[src/rtl/fpr_pkg.sv]
// Constants, types and the frame memory request struct for the page replacement core.
package fpr_pkg;

    localparam int FRAMES     = 16;
    localparam int PAGE_BITS  = 16;
    localparam int SLOT_W     = (FRAMES > 1) ? $clog2(FRAMES) : 1;
    localparam int CNT_W      = $clog2(FRAMES + 1);
    localparam int CFG_W      = 5;
    localparam int PAGE_IN_W  = 16;
    localparam int EVICT_W    = 16;
    localparam int SLOT_OUT_W = 4;
    localparam int FAULT_W    = 32;

    localparam logic [CFG_W-1:0]   CFG_RESET = 5'd16;
    localparam logic [FAULT_W-1:0] FAULT_MAX = '1;

    typedef logic [PAGE_BITS-1:0] page_t;
    typedef logic [SLOT_W-1:0]    slot_t;
    typedef logic [CNT_W-1:0]     cnt_t;

    typedef struct packed {
        logic  we;
        slot_t waddr;
        page_t wdata;
        slot_t raddr;
    } ram_req_t;

endpackage

[src/rtl/fpr_if.sv]
// Valid/ready channels for page references and replacement results.
interface fpr_page_if;
    logic        valid;
    logic        ready;
    logic [15:0] page_id;

    modport source (output valid, output page_id, input ready);
    modport sink (input valid, input page_id, output ready);
endinterface

interface fpr_result_if;
    logic        valid;
    logic        ready;
    logic        hit;
    logic        evicted_valid;
    logic [15:0] evicted_page;
    logic [3:0]  frame_slot;
    logic [31:0] fault_count;

    modport source (output valid, output hit, output evicted_valid, output evicted_page,
                    output frame_slot, output fault_count, input ready);
    modport sink (input valid, input hit, input evicted_valid, input evicted_page,
                  input frame_slot, input fault_count, output ready);
endinterface

[src/rtl/fpr_frame_ram.sv]
// Frame page store: one write port, one registered read port.
module fpr_frame_ram (
    input  logic              clk,
    input  fpr_pkg::ram_req_t req,
    output fpr_pkg::page_t    rd_data
);

    fpr_pkg::page_t mem [fpr_pkg::FRAMES];

    always_ff @(posedge clk)
    begin
        if (req.we)
        begin
            mem[req.waddr] <= req.wdata;
        end
        rd_data <= mem[req.raddr];
    end

endmodule

[src/rtl/fifo_page_replacement_core.sv]
// FIFO page replacement core: sequencer around a frame store and one page comparator.
//
// Each page reference word is checked against the filled frames one frame per
// cycle through the single read port of the frame store and one comparator;
// the lowest matching frame is a hit. On a miss the page fills the next free
// frame, or, once every managed frame is full, replaces the oldest frame in
// round-robin order and reports the page that was there. Every miss adds one
// to a 32-bit fault total that saturates. frames_in_use (cfg_wdata, written
// with cfg_we; the user must write it only while idle, and the block does not
// enforce this) selects how many frames are managed; 0 acts as 1 and values
// above the frame count act as the frame count. The block takes one reference
// at a time: it is ready again after accept, a scan that stops early on a hit,
// then a fill for a miss into a free frame, or, for a replacement, subtractions
// that bring the replacement pointer below a lowered frame count, a victim read
// and the page write, then the hand-over of the result word to the output
// register, which waits while that register holds an untaken word. For a full
// 16-frame miss with replacement, the scan through the read port takes longest.
// A new reference is taken while the output register holds the last result.
module fifo_page_replacement_core (
    input  logic                            clk,
    input  logic                            rst_n,
    input  logic                            cfg_we,
    input  logic [fpr_pkg::CFG_W-1:0]       cfg_wdata,
    fpr_page_if.sink                        access,
    fpr_result_if.source                    result
);

    localparam logic [2:0] ST_IDLE = 3'd0;
    localparam logic [2:0] ST_SCAN = 3'd1;
    localparam logic [2:0] ST_FILL = 3'd2;
    localparam logic [2:0] ST_MOD  = 3'd3;
    localparam logic [2:0] ST_EVWR = 3'd4;
    localparam logic [2:0] ST_DONE = 3'd5;

    // Control state
    logic [2:0]                   state_reg, state_next;
    logic [fpr_pkg::CFG_W-1:0]    cfg_reg, cfg_next;
    fpr_pkg::cnt_t                filled_reg, filled_next;
    fpr_pkg::slot_t               oldest_reg, oldest_next;
    logic [fpr_pkg::FAULT_W-1:0]  miss_reg, miss_next;
    fpr_pkg::cnt_t                idx_reg, idx_next;
    logic                         cmp_vld_reg, cmp_vld_next;
    logic                         out_valid_reg, out_valid_next;

    // Per-reference working values
    fpr_pkg::page_t               page_reg, page_next;
    fpr_pkg::cnt_t                limit_reg, limit_next;
    fpr_pkg::cnt_t                scan_reg, scan_next;
    fpr_pkg::slot_t               cmp_idx_reg, cmp_idx_next;
    fpr_pkg::slot_t               slot_reg, slot_next;
    logic                         hit_res_reg, hit_res_next;
    logic                         ev_res_reg, ev_res_next;
    fpr_pkg::page_t               ev_page_res_reg, ev_page_res_next;

    // Output word register
    logic                         out_hit_reg, out_hit_next;
    logic                         out_ev_reg, out_ev_next;
    logic [fpr_pkg::EVICT_W-1:0]  out_ev_page_reg, out_ev_page_next;
    logic [fpr_pkg::SLOT_OUT_W-1:0] out_slot_reg, out_slot_next;
    logic [fpr_pkg::FAULT_W-1:0]  out_fault_reg, out_fault_next;

    fpr_pkg::ram_req_t            ram_req;
    fpr_pkg::page_t               rd_data;

    fpr_pkg::cnt_t                acc_limit;
    fpr_pkg::cnt_t                acc_scan;
    logic                         match;
    logic                         scan_last;
    logic                         accept;

    fpr_frame_ram u_ram (
        .clk     (clk),
        .req     (ram_req),
        .rd_data (rd_data)
    );

    assign access.ready         = (state_reg == ST_IDLE);
    assign accept               = access.valid && access.ready;

    assign result.valid         = out_valid_reg;
    assign result.hit           = out_hit_reg;
    assign result.evicted_valid = out_ev_reg;
    assign result.evicted_page  = out_ev_page_reg;
    assign result.frame_slot    = out_slot_reg;
    assign result.fault_count   = out_fault_reg;

    // Clamp the frame count into 1..FRAMES and bound the scan by what is filled.
    always_comb
    begin
        if (cfg_reg == '0)
        begin
            acc_limit = fpr_pkg::cnt_t'(1);
        end
        else if (fpr_pkg::CNT_W'(cfg_reg) > fpr_pkg::cnt_t'(fpr_pkg::FRAMES))
        begin
            acc_limit = fpr_pkg::cnt_t'(fpr_pkg::FRAMES);
        end
        else
        begin
            acc_limit = fpr_pkg::cnt_t'(cfg_reg);
        end
        acc_scan = (filled_reg < acc_limit) ? filled_reg : acc_limit;
    end

    // The shared comparator looks at the word read in the previous cycle.
    assign match     = cmp_vld_reg && (rd_data == page_reg);
    assign scan_last = cmp_vld_reg ? ((fpr_pkg::cnt_t'(cmp_idx_reg) + fpr_pkg::cnt_t'(1))
                                      == scan_reg)
                                   : (scan_reg == '0);

    always_comb
    begin
        state_next       = state_reg;
        cfg_next         = cfg_we ? cfg_wdata : cfg_reg;
        filled_next      = filled_reg;
        oldest_next      = oldest_reg;
        miss_next        = miss_reg;
        idx_next         = idx_reg;
        cmp_vld_next     = cmp_vld_reg;
        out_valid_next   = out_valid_reg;
        page_next        = page_reg;
        limit_next       = limit_reg;
        scan_next        = scan_reg;
        cmp_idx_next     = cmp_idx_reg;
        slot_next        = slot_reg;
        hit_res_next     = hit_res_reg;
        ev_res_next      = ev_res_reg;
        ev_page_res_next = ev_page_res_reg;
        out_hit_next     = out_hit_reg;
        out_ev_next      = out_ev_reg;
        out_ev_page_next = out_ev_page_reg;
        out_slot_next    = out_slot_reg;
        out_fault_next   = out_fault_reg;

        ram_req.we    = 1'b0;
        ram_req.waddr = slot_reg;
        ram_req.wdata = page_reg;
        ram_req.raddr = idx_reg[fpr_pkg::SLOT_W-1:0];

        // Drop the output word once the sink takes it.
        if (result.ready)
        begin
            out_valid_next = 1'b0;
        end

        unique case (state_reg)
            ST_IDLE:
            begin
                if (accept)
                begin
                    page_next    = fpr_pkg::page_t'(access.page_id);
                    limit_next   = acc_limit;
                    scan_next    = acc_scan;
                    idx_next     = '0;
                    cmp_vld_next = 1'b0;
                    state_next   = ST_SCAN;
                end
            end
            ST_SCAN:
            begin
                if (match)
                begin
                    hit_res_next     = 1'b1;
                    ev_res_next      = 1'b0;
                    ev_page_res_next = '0;
                    slot_next        = cmp_idx_reg;
                    cmp_vld_next     = 1'b0;
                    state_next       = ST_DONE;
                end
                else if (scan_last)
                begin
                    cmp_vld_next = 1'b0;
                    state_next   = ST_FILL;
                end
                else
                begin
                    // Issue the read of the next filled frame.
                    cmp_idx_next = idx_reg[fpr_pkg::SLOT_W-1:0];
                    idx_next     = idx_reg + fpr_pkg::cnt_t'(1);
                    cmp_vld_next = 1'b1;
                end
            end
            ST_FILL:
            begin
                hit_res_next     = 1'b0;
                ev_res_next      = 1'b0;
                ev_page_res_next = '0;
                if (miss_reg != fpr_pkg::FAULT_MAX)
                begin
                    miss_next = miss_reg + fpr_pkg::FAULT_W'(1);
                end
                if (filled_reg < limit_reg)
                begin
                    ram_req.we    = 1'b1;
                    ram_req.waddr = filled_reg[fpr_pkg::SLOT_W-1:0];
                    slot_next     = filled_reg[fpr_pkg::SLOT_W-1:0];
                    filled_next   = filled_reg + fpr_pkg::cnt_t'(1);
                    state_next    = ST_DONE;
                end
                else
                begin
                    slot_next  = oldest_reg;
                    state_next = ST_MOD;
                end
            end
            ST_MOD:
            begin
                // Reduce the replacement pointer below the frame count, then read the victim.
                if (fpr_pkg::cnt_t'(slot_reg) >= limit_reg)
                begin
                    slot_next = slot_reg - limit_reg[fpr_pkg::SLOT_W-1:0];
                end
                else
                begin
                    ram_req.raddr = slot_reg;
                    state_next    = ST_EVWR;
                end
            end
            ST_EVWR:
            begin
                ev_res_next      = 1'b1;
                ev_page_res_next = rd_data;
                ram_req.we       = 1'b1;
                ram_req.waddr    = slot_reg;
                if ((fpr_pkg::cnt_t'(slot_reg) + fpr_pkg::cnt_t'(1)) == limit_reg)
                begin
                    oldest_next = '0;
                end
                else
                begin
                    oldest_next = slot_reg + fpr_pkg::slot_t'(1);
                end
                state_next = ST_DONE;
            end
            ST_DONE:
            begin
                // Hold until the output register is free.
                if (!out_valid_reg || result.ready)
                begin
                    out_valid_next   = 1'b1;
                    out_hit_next     = hit_res_reg;
                    out_ev_next      = ev_res_reg;
                    out_ev_page_next = fpr_pkg::EVICT_W'(ev_page_res_reg);
                    out_slot_next    = fpr_pkg::SLOT_OUT_W'(slot_reg);
                    out_fault_next   = miss_reg;
                    state_next       = ST_IDLE;
                end
            end
            default:
            begin
                state_next = ST_IDLE;
            end
        endcase
    end

    always_ff @(posedge clk or negedge rst_n)
    begin
        if (!rst_n)
        begin
            state_reg     <= ST_IDLE;
            cfg_reg       <= fpr_pkg::CFG_RESET;
            filled_reg    <= '0;
            oldest_reg    <= '0;
            miss_reg      <= '0;
            idx_reg       <= '0;
            cmp_vld_reg   <= 1'b0;
            out_valid_reg <= 1'b0;
        end
        else
        begin
            state_reg     <= state_next;
            cfg_reg       <= cfg_next;
            filled_reg    <= filled_next;
            oldest_reg    <= oldest_next;
            miss_reg      <= miss_next;
            idx_reg       <= idx_next;
            cmp_vld_reg   <= cmp_vld_next;
            out_valid_reg <= out_valid_next;
        end
    end

    always_ff @(posedge clk)
    begin
        page_reg        <= page_next;
        limit_reg       <= limit_next;
        scan_reg        <= scan_next;
        cmp_idx_reg     <= cmp_idx_next;
        slot_reg        <= slot_next;
        hit_res_reg     <= hit_res_next;
        ev_res_reg      <= ev_res_next;
        ev_page_res_reg <= ev_page_res_next;
        out_hit_reg     <= out_hit_next;
        out_ev_reg      <= out_ev_next;
        out_ev_page_reg <= out_ev_page_next;
        out_slot_reg    <= out_slot_next;
        out_fault_reg   <= out_fault_next;
    end

endmodule

[src/flat_wrapper.sv]
// flat-port wrapper written by rule: the top's interface ports become plain ports
module fifo_page_replacement_core_flat 
  (clk, rst_n, cfg_we, cfg_wdata, access_valid, access_page_id, access_ready, result_valid, result_hit, result_evicted_valid, result_evicted_page, result_frame_slot, result_fault_count, result_ready);
  fpr_page_if access_i ();
  fpr_result_if result_i ();
  input  logic clk;
  input  logic rst_n;
  input  logic cfg_we;
  input  logic [fpr_pkg::CFG_W-1:0] cfg_wdata;
  input wire logic [$bits(access_i.valid)-1:0] access_valid;
  input wire logic [$bits(access_i.page_id)-1:0] access_page_id;
  output wire logic [$bits(access_i.ready)-1:0] access_ready;
  output wire logic [$bits(result_i.valid)-1:0] result_valid;
  output wire logic [$bits(result_i.hit)-1:0] result_hit;
  output wire logic [$bits(result_i.evicted_valid)-1:0] result_evicted_valid;
  output wire logic [$bits(result_i.evicted_page)-1:0] result_evicted_page;
  output wire logic [$bits(result_i.frame_slot)-1:0] result_frame_slot;
  output wire logic [$bits(result_i.fault_count)-1:0] result_fault_count;
  input wire logic [$bits(result_i.ready)-1:0] result_ready;
  assign access_i.valid = access_valid;
  assign access_i.page_id = access_page_id;
  assign access_ready = access_i.ready;
  assign result_valid = result_i.valid;
  assign result_hit = result_i.hit;
  assign result_evicted_valid = result_i.evicted_valid;
  assign result_evicted_page = result_i.evicted_page;
  assign result_frame_slot = result_i.frame_slot;
  assign result_fault_count = result_i.fault_count;
  assign result_i.ready = result_ready;
  fifo_page_replacement_core u_core (.clk(clk), .rst_n(rst_n), .cfg_we(cfg_we), .cfg_wdata(cfg_wdata), .access(access_i), .result(result_i));
endmodule
[config.mk]
export PLATFORM = sky130hd
export DESIGN_NAME = fifo_page_replacement_core_flat
export DESIGN_NICKNAME = d
export VERILOG_FILES = /design/src/rtl/fpr_pkg.sv /design/src/rtl/fpr_if.sv /design/src/rtl/fpr_frame_ram.sv /design/src/rtl/fifo_page_replacement_core.sv /design/src/flat_wrapper.sv
export SDC_FILE = /design/constraint.sdc
export NUM_CORES = 1
export LEC_CHECK = 0
export BUFFER_PORTS_ARGS = -buffer_cell sky130_fd_sc_hd__buf_2
export CAP_MARGIN = 40
export CORE_UTILIZATION = 61
export CTS_CLUSTER_DIAMETER = 150
export DETAILED_ROUTE_END_ITERATION = 10
export PLACE_DENSITY = 0.88
export SYNTH_ARGS = -nofsm -noshare
export SYNTH_HDL_FRONTEND = slang
export SYNTH_SLANG_ARGS = --single-unit
[constraint.sdc]
create_clock -name clk -period 4.3 [get_ports clk]
set_clock_uncertainty 0.05 [all_clocks]
set_input_delay 1.075 -clock clk [delete_from_list [all_inputs] [get_ports clk]]
set_output_delay 1.075 -clock clk [all_outputs]
set_load 0.02 [all_outputs]
==> impl_metrics.env, run 1 <==
export IMPL_dieArea_um2=28800
export IMPL_setup_tns_ps=0
export IMPL_max_vdd_ir_drop_mv=0.390
export IMPL_largest_reg_flops=256
export IMPL_hp_class="in2async"
export IMPL_grtUsageMet1_pct=35.7
export IMPL_ctsHoldBuffers=0
export IMPL_die_w_um=170
export IMPL_yosysTopAreaCell="edfxtp_1"
export IMPL_postRouteAntennaNets=0
export IMPL_vias_per_cell=6.33
export IMPL_worstSetupPathType="reg2reg"
export IMPL_setup_viol=0
export IMPL_synth_edff_count=362
export IMPL_finalCritPeriodShare_pct=91.4
export IMPL_grt_pass1_vias=10200
export IMPL_synth_top_area_share_pct=63.5
export IMPL_grt_use_met2_pct=46.6
export IMPL_grt_met3_usage_pct=4.87
export IMPL_totalWireLength_mm=38.5
export IMPL_p_leak_nw=7.32
export IMPL_clock_path_buffers=3
export IMPL_finalHoldViolations=0
export IMPL_worstSkewPairLatency_ps=540
export IMPL_slowest_stage="or4_1"
export IMPL_critical_path_buf_inv_count=2
export IMPL_cpPeakStageDelay_ps=540
export IMPL_ios=82
export IMPL_synthFlopType="edfxtp_1"
export IMPL_cts_tree="done"
export IMPL_drive_gt1_share_pct=17.6
export IMPL_finish_utilization_pct=71.6
export IMPL_die_h_um=170
export IMPL_cts_resized=0
export IMPL_r2r_worst_path_cells=10
export IMPL_overflow=0
export IMPL_synthArstFlopShare_pct=12.7
export IMPL_power_density_nw_per_um2=649
export IMPL_htree_levels=2
export IMPL_finalWeightedCongestion=0.864
export IMPL_slew_violations=0
export IMPL_crit_path_max_fanout=36
export IMPL_yosys_warnings=0
export IMPL_netlist_cell_type_count=52
export IMPL_rsz0062_at_grt="no"
export IMPL_status="finished clean"
export IMPL_synth_seq_area_share_pct=73.4
export IMPL_cts_buffers=41
export IMPL_syn_area_per_cell_um2=15.9
export IMPL_worstReg2RegEnd="u_core.u_ram.rd_data[8]"
export IMPL_num_rows=60
export IMPL_syn_cell_area_um2=17100
export IMPL_synth_seq_cells=433
export IMPL_max_slew_margin_pct=54.9
export IMPL_worstSetupEndpointType="flop"
export IMPL_diodes=0
export IMPL_startpoint_type="flop"
export IMPL_totalPowerFinal_mw=12.7
export IMPL_synth_nets=1123
export IMPL_rrSetupSlack_ps=370
export IMPL_grt_max_degree=37
export IMPL_cts_sinks=433
export IMPL_arrival_ps=4280
export IMPL_drtPass1Iterations=6
export IMPL_reg2reg_from="u_core.slot_reg[2]"
export IMPL_grt_first_pass_wirelength_mm=58.6
export IMPL_post_cts_buffers=0
export IMPL_dr_first_iter_drc_count=1378
export IMPL_finalNetCount=1249
export IMPL_synth_most_common_cell="edfxtp_1"
export IMPL_timing_fmax_ghz=0.254
export IMPL_clockRootBuffer="clkbuf_16"
export IMPL_synthTopCellsByArea="edfxtp_1 63%, dfrtp_1 7.9%, mux2i_1 7.7%"
export IMPL_cp_required_ps=4650
export IMPL_drc=0
export IMPL_clk_pin_slew_ps=60
export IMPL_synthTopCellsByCount="362 x edfxtp_1, 132 x mux2i_1, 66 x o22ai_1"
export IMPL_core_area_um2=27300
export IMPL_num_vias=10200
export IMPL_fin_crit_ps=3930
export IMPL_io_buffers=81
export IMPL_grt_busiest_layer="met2"
export IMPL_path_delay_family="simple AND/OR/NAND/NOR gates"
export IMPL_tightest_slew_ps=676
export IMPL_area_growth_pct=13.9
export IMPL_cp_cell_sequence="ha_1 -> and4_1 -> or4b_4 -> o22ai_4 -> mux2i_4 -> buf_12 -> buf_4 -> mux2i_1 -> o22ai_1 -> or4_1"
export IMPL_maxCapViolCount=0
export IMPL_grt_usage_pct=27.6
export IMPL_syn_inst=1079
export IMPL_wl_per_cell_um=23.9
export IMPL_start_util_pct=62.8
export IMPL_hpwlAfterDp_mm=22.7
export IMPL_antenna_found_initial=1
layer usage:
| layer | vias to the layer above | share of wire, % |
|---|---|---|
| li1 | 4425 | - |
| met1 | 4961 | 38 |
| met2 | 676 | 49 |
| met3 | 134 | 9.4 |
| met4 | 2 | 3.8 |
| met5 | - | 0.034 |
worst max-delay path by stage:
| stage | from | endpoint | slack [ps] | cells past startpoint |
|---|---|---|---|---|
| 5_1_grt | u_core.slot_reg[2] | u_core.u_ram.rd_data[8] | 230 | 10 |
| 2_1_floorplan | u_core.slot_reg[3] | u_core.u_ram.rd_data[7] | 900 | 10 |
| 6_report | u_core.slot_reg[2] | u_core.u_ram.rd_data[8] | 370 | 10 |
| 3_3_place_gp | u_core.slot_reg[2] | u_core.u_ram.rd_data[8] | 560 | 10 |
| 3_5_place_dp | u_core.slot_reg[2] | u_core.u_ram.rd_data[8] | 440 | 10 |
| 4_1_cts | u_core.slot_reg[2] | u_core.u_ram.rd_data[8] | 400 | 10 |
metrics by stage:
stage          area (um^2)  hold WS, ps  worst slack [ps]  instances
2_1_floorplan        17100          350               895       1079
3_3_place_gp         18200          356               564       1532
3_5_place_dp         18200          355               442       1534
4_1_cts              19500          355               395       1610
5_1_grt              19500          373               232       1610
6_report             19500          365               368       1610
cells by family (layout without fill, tap and decap cells):
logic type	count (synthesis)	count (layout)	share of synthesized area [%]
compound gates	129	129	5.05
fa+ha+maj	18	18	1.36
simple gates	231	231	7.08
xor+xnor	60	60	3.07
flops	433	433	73.4
buf+inv	65	224	1.62
mux	143	143	8.44
final cells by class:
class	instances	area, um^2
sequential	433	12600
clock inverter	22	125
tap	372	465
timing repair buffer	124	791
clock buffer	54	1180
inverter	24	90.1
multi-input combinational	581	4290
fill	1603	7740
cells in the final DEF, fill, tap and decap left out, types with 24 or more instances in the layout:
master	n
buf_2	81
mux2i_1	131
nand2_1	52
inv_1	24
clkbuf_16	43
xnor2_1	46
o22ai_1	66
nor2_1	41
dfrtp_1	54
buf_4	38
edfxtp_1	362
power by group:
group,internal (mW),switching [mW]
registers,5.25,0.535
clock network,1.94,1.50
logic,1.39,2.05
total,8.58,4.08
No activity file was read; power rests on OpenSTA's default activity.
==> run 2: changes to the inputs <==
--- a/config.mk
+++ b/config.mk
@@ -7,7 +7,9 @@
 export LEC_CHECK = 0
 export BUFFER_PORTS_ARGS = -buffer_cell sky130_fd_sc_hd__buf_2
 export CAP_MARGIN = 40
-export CORE_UTILIZATION = 61
+export CELL_PAD_IN_SITES_DETAIL_PLACEMENT = 1
+export CELL_PAD_IN_SITES_GLOBAL_PLACEMENT = 1
+export CORE_UTILIZATION = 52
 export CTS_CLUSTER_DIAMETER = 150
 export DETAILED_ROUTE_END_ITERATION = 10
 export PLACE_DENSITY = 0.88
==> impl_metrics.env, run 2 (synthesis results as in run 1) <==
export IMPL_ios=82
export IMPL_hpwlAfterDp_mm=27.7
export IMPL_finalWeightedCongestion=0.886
export IMPL_p_clk_share_pct=27.8
export IMPL_layout_common_cells="362 x edfxtp_1, 131 x mux2i_1, 81 x buf_2"
export IMPL_n_fill_cell=2973
export IMPL_diodes=0
export IMPL_die_h_um=183
export IMPL_largest_reg_flops=256
export IMPL_wl_met2_mm=23.2
export IMPL_vias_per_cell=6.18
export IMPL_area_growth_pct=14.6
export IMPL_max_vdd_ir_drop_mv=0.421
export IMPL_arrival_ps=4420
export IMPL_status="finished clean"
export IMPL_met3_length_mm=3.24
export IMPL_setup_tns_ps=0
export IMPL_drc=0
export IMPL_ctsHoldBuffers=0
export IMPL_cp_required_ps=4660
export IMPL_slowest_stage="edfxtp_1"
export IMPL_multi_input_area_um2=4290
export IMPL_path_delay_family="simple AND/OR/NAND/NOR gates"
export IMPL_grt_first_pass_wirelength_mm=69.8
export IMPL_antenna_found_initial=0
export IMPL_drive_gt1_share_pct=17.2
export IMPL_final_common_cell="edfxtp_1"
export IMPL_path_depth=10
export IMPL_postRouteAntennaNets=0
export IMPL_cts_resized=0
export IMPL_totalWireLength_mm=46.2
export IMPL_clock_path_buffers=3
export IMPL_cpPeakStageDelay_ps=550
export IMPL_routed_top_layer="met4"
export IMPL_finalCritPeriodShare_pct=94.4
export IMPL_startpoint_type="flop"
export IMPL_seqCellArea_um2=12600
export IMPL_clk_pin_slew_ps=60
export IMPL_post_cts_buffers=0
export IMPL_finalNetCount=1251
export IMPL_timing_fmax_ghz=0.246
export IMPL_maxCapViolCount=0
export IMPL_comb_power_share_pct=27.4
export IMPL_num_rows=66
export IMPL_core_area_um2=32500
export IMPL_critical_path_buf_inv_count=2
export IMPL_cts_sinks=433
export IMPL_finalHoldViolations=0
export IMPL_grt_pass1_vias=11200
export IMPL_rsz0062_at_grt="no"
export IMPL_layout_cells_non_filler=1683
export IMPL_dp_cells=1604
export IMPL_power_internal_mw=8.64
export IMPL_worstSetupPathType="reg2reg"
export IMPL_whs_ps=342
export IMPL_overflow=0
export IMPL_cts_buffers=43
export IMPL_slew_violations=0
export IMPL_io_buffers=81
export IMPL_cts_tree="done"
export IMPL_wl_met1_mm=18.1
export IMPL_die_w_um=183
export IMPL_worstSetupEndpointType="flop"
export IMPL_grt_usage_pct=28.3
export IMPL_max_slew_margin_pct=42.5
export IMPL_crit_path_max_fanout=46
export IMPL_fin_crit_ps=4060
export IMPL_dieArea_um2=33700
export IMPL_clockRootBuffer="clkbuf_16"
export IMPL_wl_per_cell_um=27.5
export IMPL_cp_common_cell="buf_12"
export IMPL_setup_viol=0
export IMPL_htree_levels=2
export IMPL_drtPass1Iterations=4
export IMPL_finish_utilization_pct=60.5
export IMPL_tightest_slew_ps=863
export IMPL_r2r_worst_path_cells=10
export IMPL_sw_frac_of_total_pct=33.5
export IMPL_seq_power_share_pct=44.8
export IMPL_p_switching_mw=4.35
export IMPL_hp_class="in2async"
export IMPL_start_util_pct=52.8
export IMPL_worstSkewPairLatency_ps=570
export IMPL_num_vias=10400
export IMPL_p_leak_nw=7.32
export IMPL_grt_max_degree=47
export IMPL_power_density_nw_per_um2=662
export IMPL_cp_cell_sequence="ha_1 -> and4_1 -> or4b_4 -> o22ai_4 -> mux2i_4 -> buf_12 -> buf_12 -> mux2i_1 -> o22ai_1 -> or4_1"
export IMPL_dr_first_iter_drc_count=962
==> run 2: cell count changes in the layout (fill, tap and decap cells not counted), moves of 2 or more <==
| cell | before | now |
|---|---|---|
| clkinv_2 | 9 | 5 |
| clkbuf_8 | 6 | 4 |
| clkinv_1 | 6 | 8 |
| clkbuf_1 | 5 | 11 |
| clkinv_4 | 2 | 0 |
==> run 2: metrics by stage <==
step           cell area, um^2  power, mW  setup WS (ps)
6_report                 19600       13.0            239
5_1_grt                  19600       13.4            198
4_1_cts                  19600       13.0            295
3_5_place_dp             18300       9.29            398
3_3_place_gp             18300       9.00            545
2_1_floorplan            17100       8.04            895
==> run 2: worst paths after layout <==
| check | to | slack, ps | from |
|---|---|---|---|
| worst min-delay path | u_core.filled_reg[4] | 340 | rst_n |
| worst max-delay path | u_core.u_ram.rd_data[10] | 240 | u_core.slot_reg[3] |
| min in group clk | u_core.result.evicted_page[5] | 370 | u_core.ev_page_res_reg[5] |
| worst min register to register | u_core.result.evicted_page[5] | 370 | u_core.ev_page_res_reg[5] |
| worst max register to register | u_core.u_ram.rd_data[10] | 240 | u_core.slot_reg[3] |
| max in group asynchronous | u_core.miss_reg[25] | 3120 | rst_n |
==> run 2: worst reg2reg max path: stages (launching register included) <==
cell	delay, ps
edfxtp_1	550
ha_1	400
and4_1	240
or4b_4	490
o22ai_4	210
mux2i_4	290
buf_12	260
buf_12	360
mux2i_1	360
o22ai_1	150
or4_1	550
==> run 2: per-layer routing <==
metal | vias up | GRT usage (%)
met5 | - | 0
met4 | 0 | 11.9
met3 | 140 | 4.71
met2 | 510 | 48.6
met1 | 5315 | 35.5
li1 | 4428 | -
==> run 2: area by class of cell <==
type | instances | share of cell area [%]
Timing Repair Buffer | 124 | 3.97
Tap cell | 442 | 2.82
Sequential cell | 433 | 64.1
Inverter | 24 | 0.459
Clock inverter | 20 | 0.714
Multi-Input combinational cell | 581 | 21.9
Clock buffer | 59 | 6.10
==> run 2: power groups by stage <==
stage	registers [mW]	clock network, mW	logic [mW]
global placement	5.80	0	3.21
finish	5.82	3.61	3.56
detailed placement	5.87	0	3.42
global route	5.86	3.77	3.78
CTS	5.80	3.63	3.52
floorplan	5.70	0	2.34
==> run 3: changes to the inputs <==
--- a/config.mk
+++ b/config.mk
@@ -5,13 +5,13 @@
 export SDC_FILE = /design/constraint.sdc
 export NUM_CORES = 1
 export LEC_CHECK = 0
-export BUFFER_PORTS_ARGS = -buffer_cell sky130_fd_sc_hd__buf_2
 export CAP_MARGIN = 40
 export CELL_PAD_IN_SITES_DETAIL_PLACEMENT = 1
 export CELL_PAD_IN_SITES_GLOBAL_PLACEMENT = 1
-export CORE_UTILIZATION = 52
+export CORE_UTILIZATION = 54
 export CTS_CLUSTER_DIAMETER = 150
 export DETAILED_ROUTE_END_ITERATION = 10
+export DONT_BUFFER_PORTS = 1
 export PLACE_DENSITY = 0.88
 export SYNTH_ARGS = -nofsm -noshare
 export SYNTH_HDL_FRONTEND = slang
==> constraint.sdc (replaced) <==
create_clock -name clk -period 4.35 [get_ports clk]
set_clock_uncertainty 0.05 [all_clocks]
set_input_delay 1.0875 -clock clk [delete_from_list [all_inputs] [get_ports clk]]
set_output_delay 1.0875 -clock clk [all_outputs]
set_load 0.02 [all_outputs]
==> impl_metrics.env, run 3 (synthesis results as in run 1) <==
export IMPL_finalWeightedCongestion=0.824
export IMPL_area_growth_pct=12.4
export IMPL_cts_buffers=43
export IMPL_finalNetCount=1171
export IMPL_overflow=0
export IMPL_num_vias=10200
export IMPL_cp_required_ps=4710
export IMPL_worstSkewPairLatency_ps=550
export IMPL_grt_usage_pct=29.5
export IMPL_dieArea_um2=32400
export IMPL_post_cts_buffers=0
export IMPL_grt_pass1_vias=11000
export IMPL_final_common_cell="edfxtp_1"
export IMPL_worstSetupEndpointType="flop"
export IMPL_crit_path_max_fanout=11
export IMPL_worstSetupPathType="reg2reg"
export IMPL_drive_gt1_share_pct=11.5
export IMPL_arrival_ps=4540
export IMPL_htree_levels=2
export IMPL_die_h_um=180
export IMPL_status="finished clean"
export IMPL_timing_fmax_ghz=0.239
export IMPL_totalWireLength_mm=47.5
export IMPL_tightest_slew_ps=833
export IMPL_power_density_nw_per_um2=681
export IMPL_finalHoldViolations=0
export IMPL_largest_reg_flops=256
export IMPL_p_leak_nw=7.07
export IMPL_cts_resized=0
export IMPL_clockRootBuffer="clkbuf_16"
export IMPL_fin_crit_ps=4180
export IMPL_vias_per_cell=6.57
export IMPL_start_util_pct=55.4
export IMPL_cts_tree="done"
export IMPL_finalCritPeriodShare_pct=96.1
export IMPL_dr_first_iter_drc_count=1022
export IMPL_die_w_um=180
export IMPL_setup_tns_ps=0
export IMPL_drtPass1Iterations=6
export IMPL_clock_path_buffers=3
export IMPL_finish_utilization_pct=62.3
export IMPL_grt_first_pass_wirelength_mm=70.4
export IMPL_hpwlAfterDp_mm=27.5
export IMPL_max_slew_margin_pct=44.5
export IMPL_cts_sinks=433
export IMPL_postRouteAntennaNets=0
export IMPL_wl_per_cell_um=30.5
export IMPL_clk_pin_slew_ps=70
export IMPL_rsz0062_at_grt="no"
export IMPL_hp_class="in2async"
export IMPL_rrSetupSlack_ps=170
export IMPL_layout_common_cells="362 x edfxtp_1, 131 x mux2i_1, 66 x o22ai_1"
export IMPL_drc=0
export IMPL_setup_viol=0
export IMPL_startpoint_type="flop"
export IMPL_slew_violations=0
export IMPL_maxCapViolCount=0
export IMPL_max_vdd_ir_drop_mv=0.378
export IMPL_ctsHoldBuffers=0
export IMPL_io_buffers=0
export IMPL_antenna_found_initial=0
export IMPL_ios=82
export IMPL_core_area_um2=30900
export IMPL_grt_max_degree=56
export IMPL_num_rows=64
## run 3: worst paths after layout
| path | endpoint | startpoint | depth (start not counted) |
|---|---|---|---|
| hold reg to reg | u_core.result.evicted_page[3] | u_core.ev_page_res_reg[3] | 0 |
| min in group clk | u_core.result.evicted_page[3] | u_core.ev_page_res_reg[3] | 0 |
| hold / removal | u_core.filled_reg[1] | rst_n | 0 |
| setup / recovery | u_core.u_ram.rd_data[5] | u_core.slot_reg[3] | 9 |
| max in group asynchronous | u_core.cfg_reg[4] | rst_n | 0 |
| setup reg to reg | u_core.u_ram.rd_data[5] | u_core.slot_reg[3] | 9 |
## run 3: metrics by stage
step	instances	hold WS (ps)	power [mW]	setup WS, ps	instance area, um^2
6_report	1558	181	13.1	169	19300
5_1_grt	1557	166	13.5	143	19200
4_1_cts	1557	168	13.1	229	19200
3_5_place_dp	1478	358	9.13	377	17800
3_3_place_gp	1478	354	8.85	617	17800
2_1_floorplan	1079	350	7.95	945	17100
## run 3: power breakdown
part           switching [mW]  internal (mW)  total, mW
registers               0.681           5.20       5.88
clock network            1.58           2.18       3.76
logic                    2.12           1.34       3.46
## run 3: final cells by class
class,count,area [um^2]
timing repair buffer,44,380
antenna,1,2.50
fill,2719,11700
multi-input combinational,581,4290
sequential,433,12600
inverter,24,90.1
clock inverter,15,164
tap,396,495
clock buffer,64,1260
## run 3: metal layers
metal | track usage, % | share of wire (%) | vias to the layer above
met2 | 51.0 | 50 | 573
met1 | 36.0 | 38 | 5223
met4 | 14.4 | 4.6 | 0
met3 | 5.34 | 7.0 | 168
met5 | 0 | 0 | -
li1 | - | - | 4272
## run 3: worst max-delay path, cell delays in order, from the launching register on
cell and delay (ps):
edfxtp_1 580, ha_1 420, and4_1 240, or4b_4 510, o22ai_4 230, mux2i_4 660, buf_4 360, mux2i_1 290
o22ai_1 130, or4_1 540
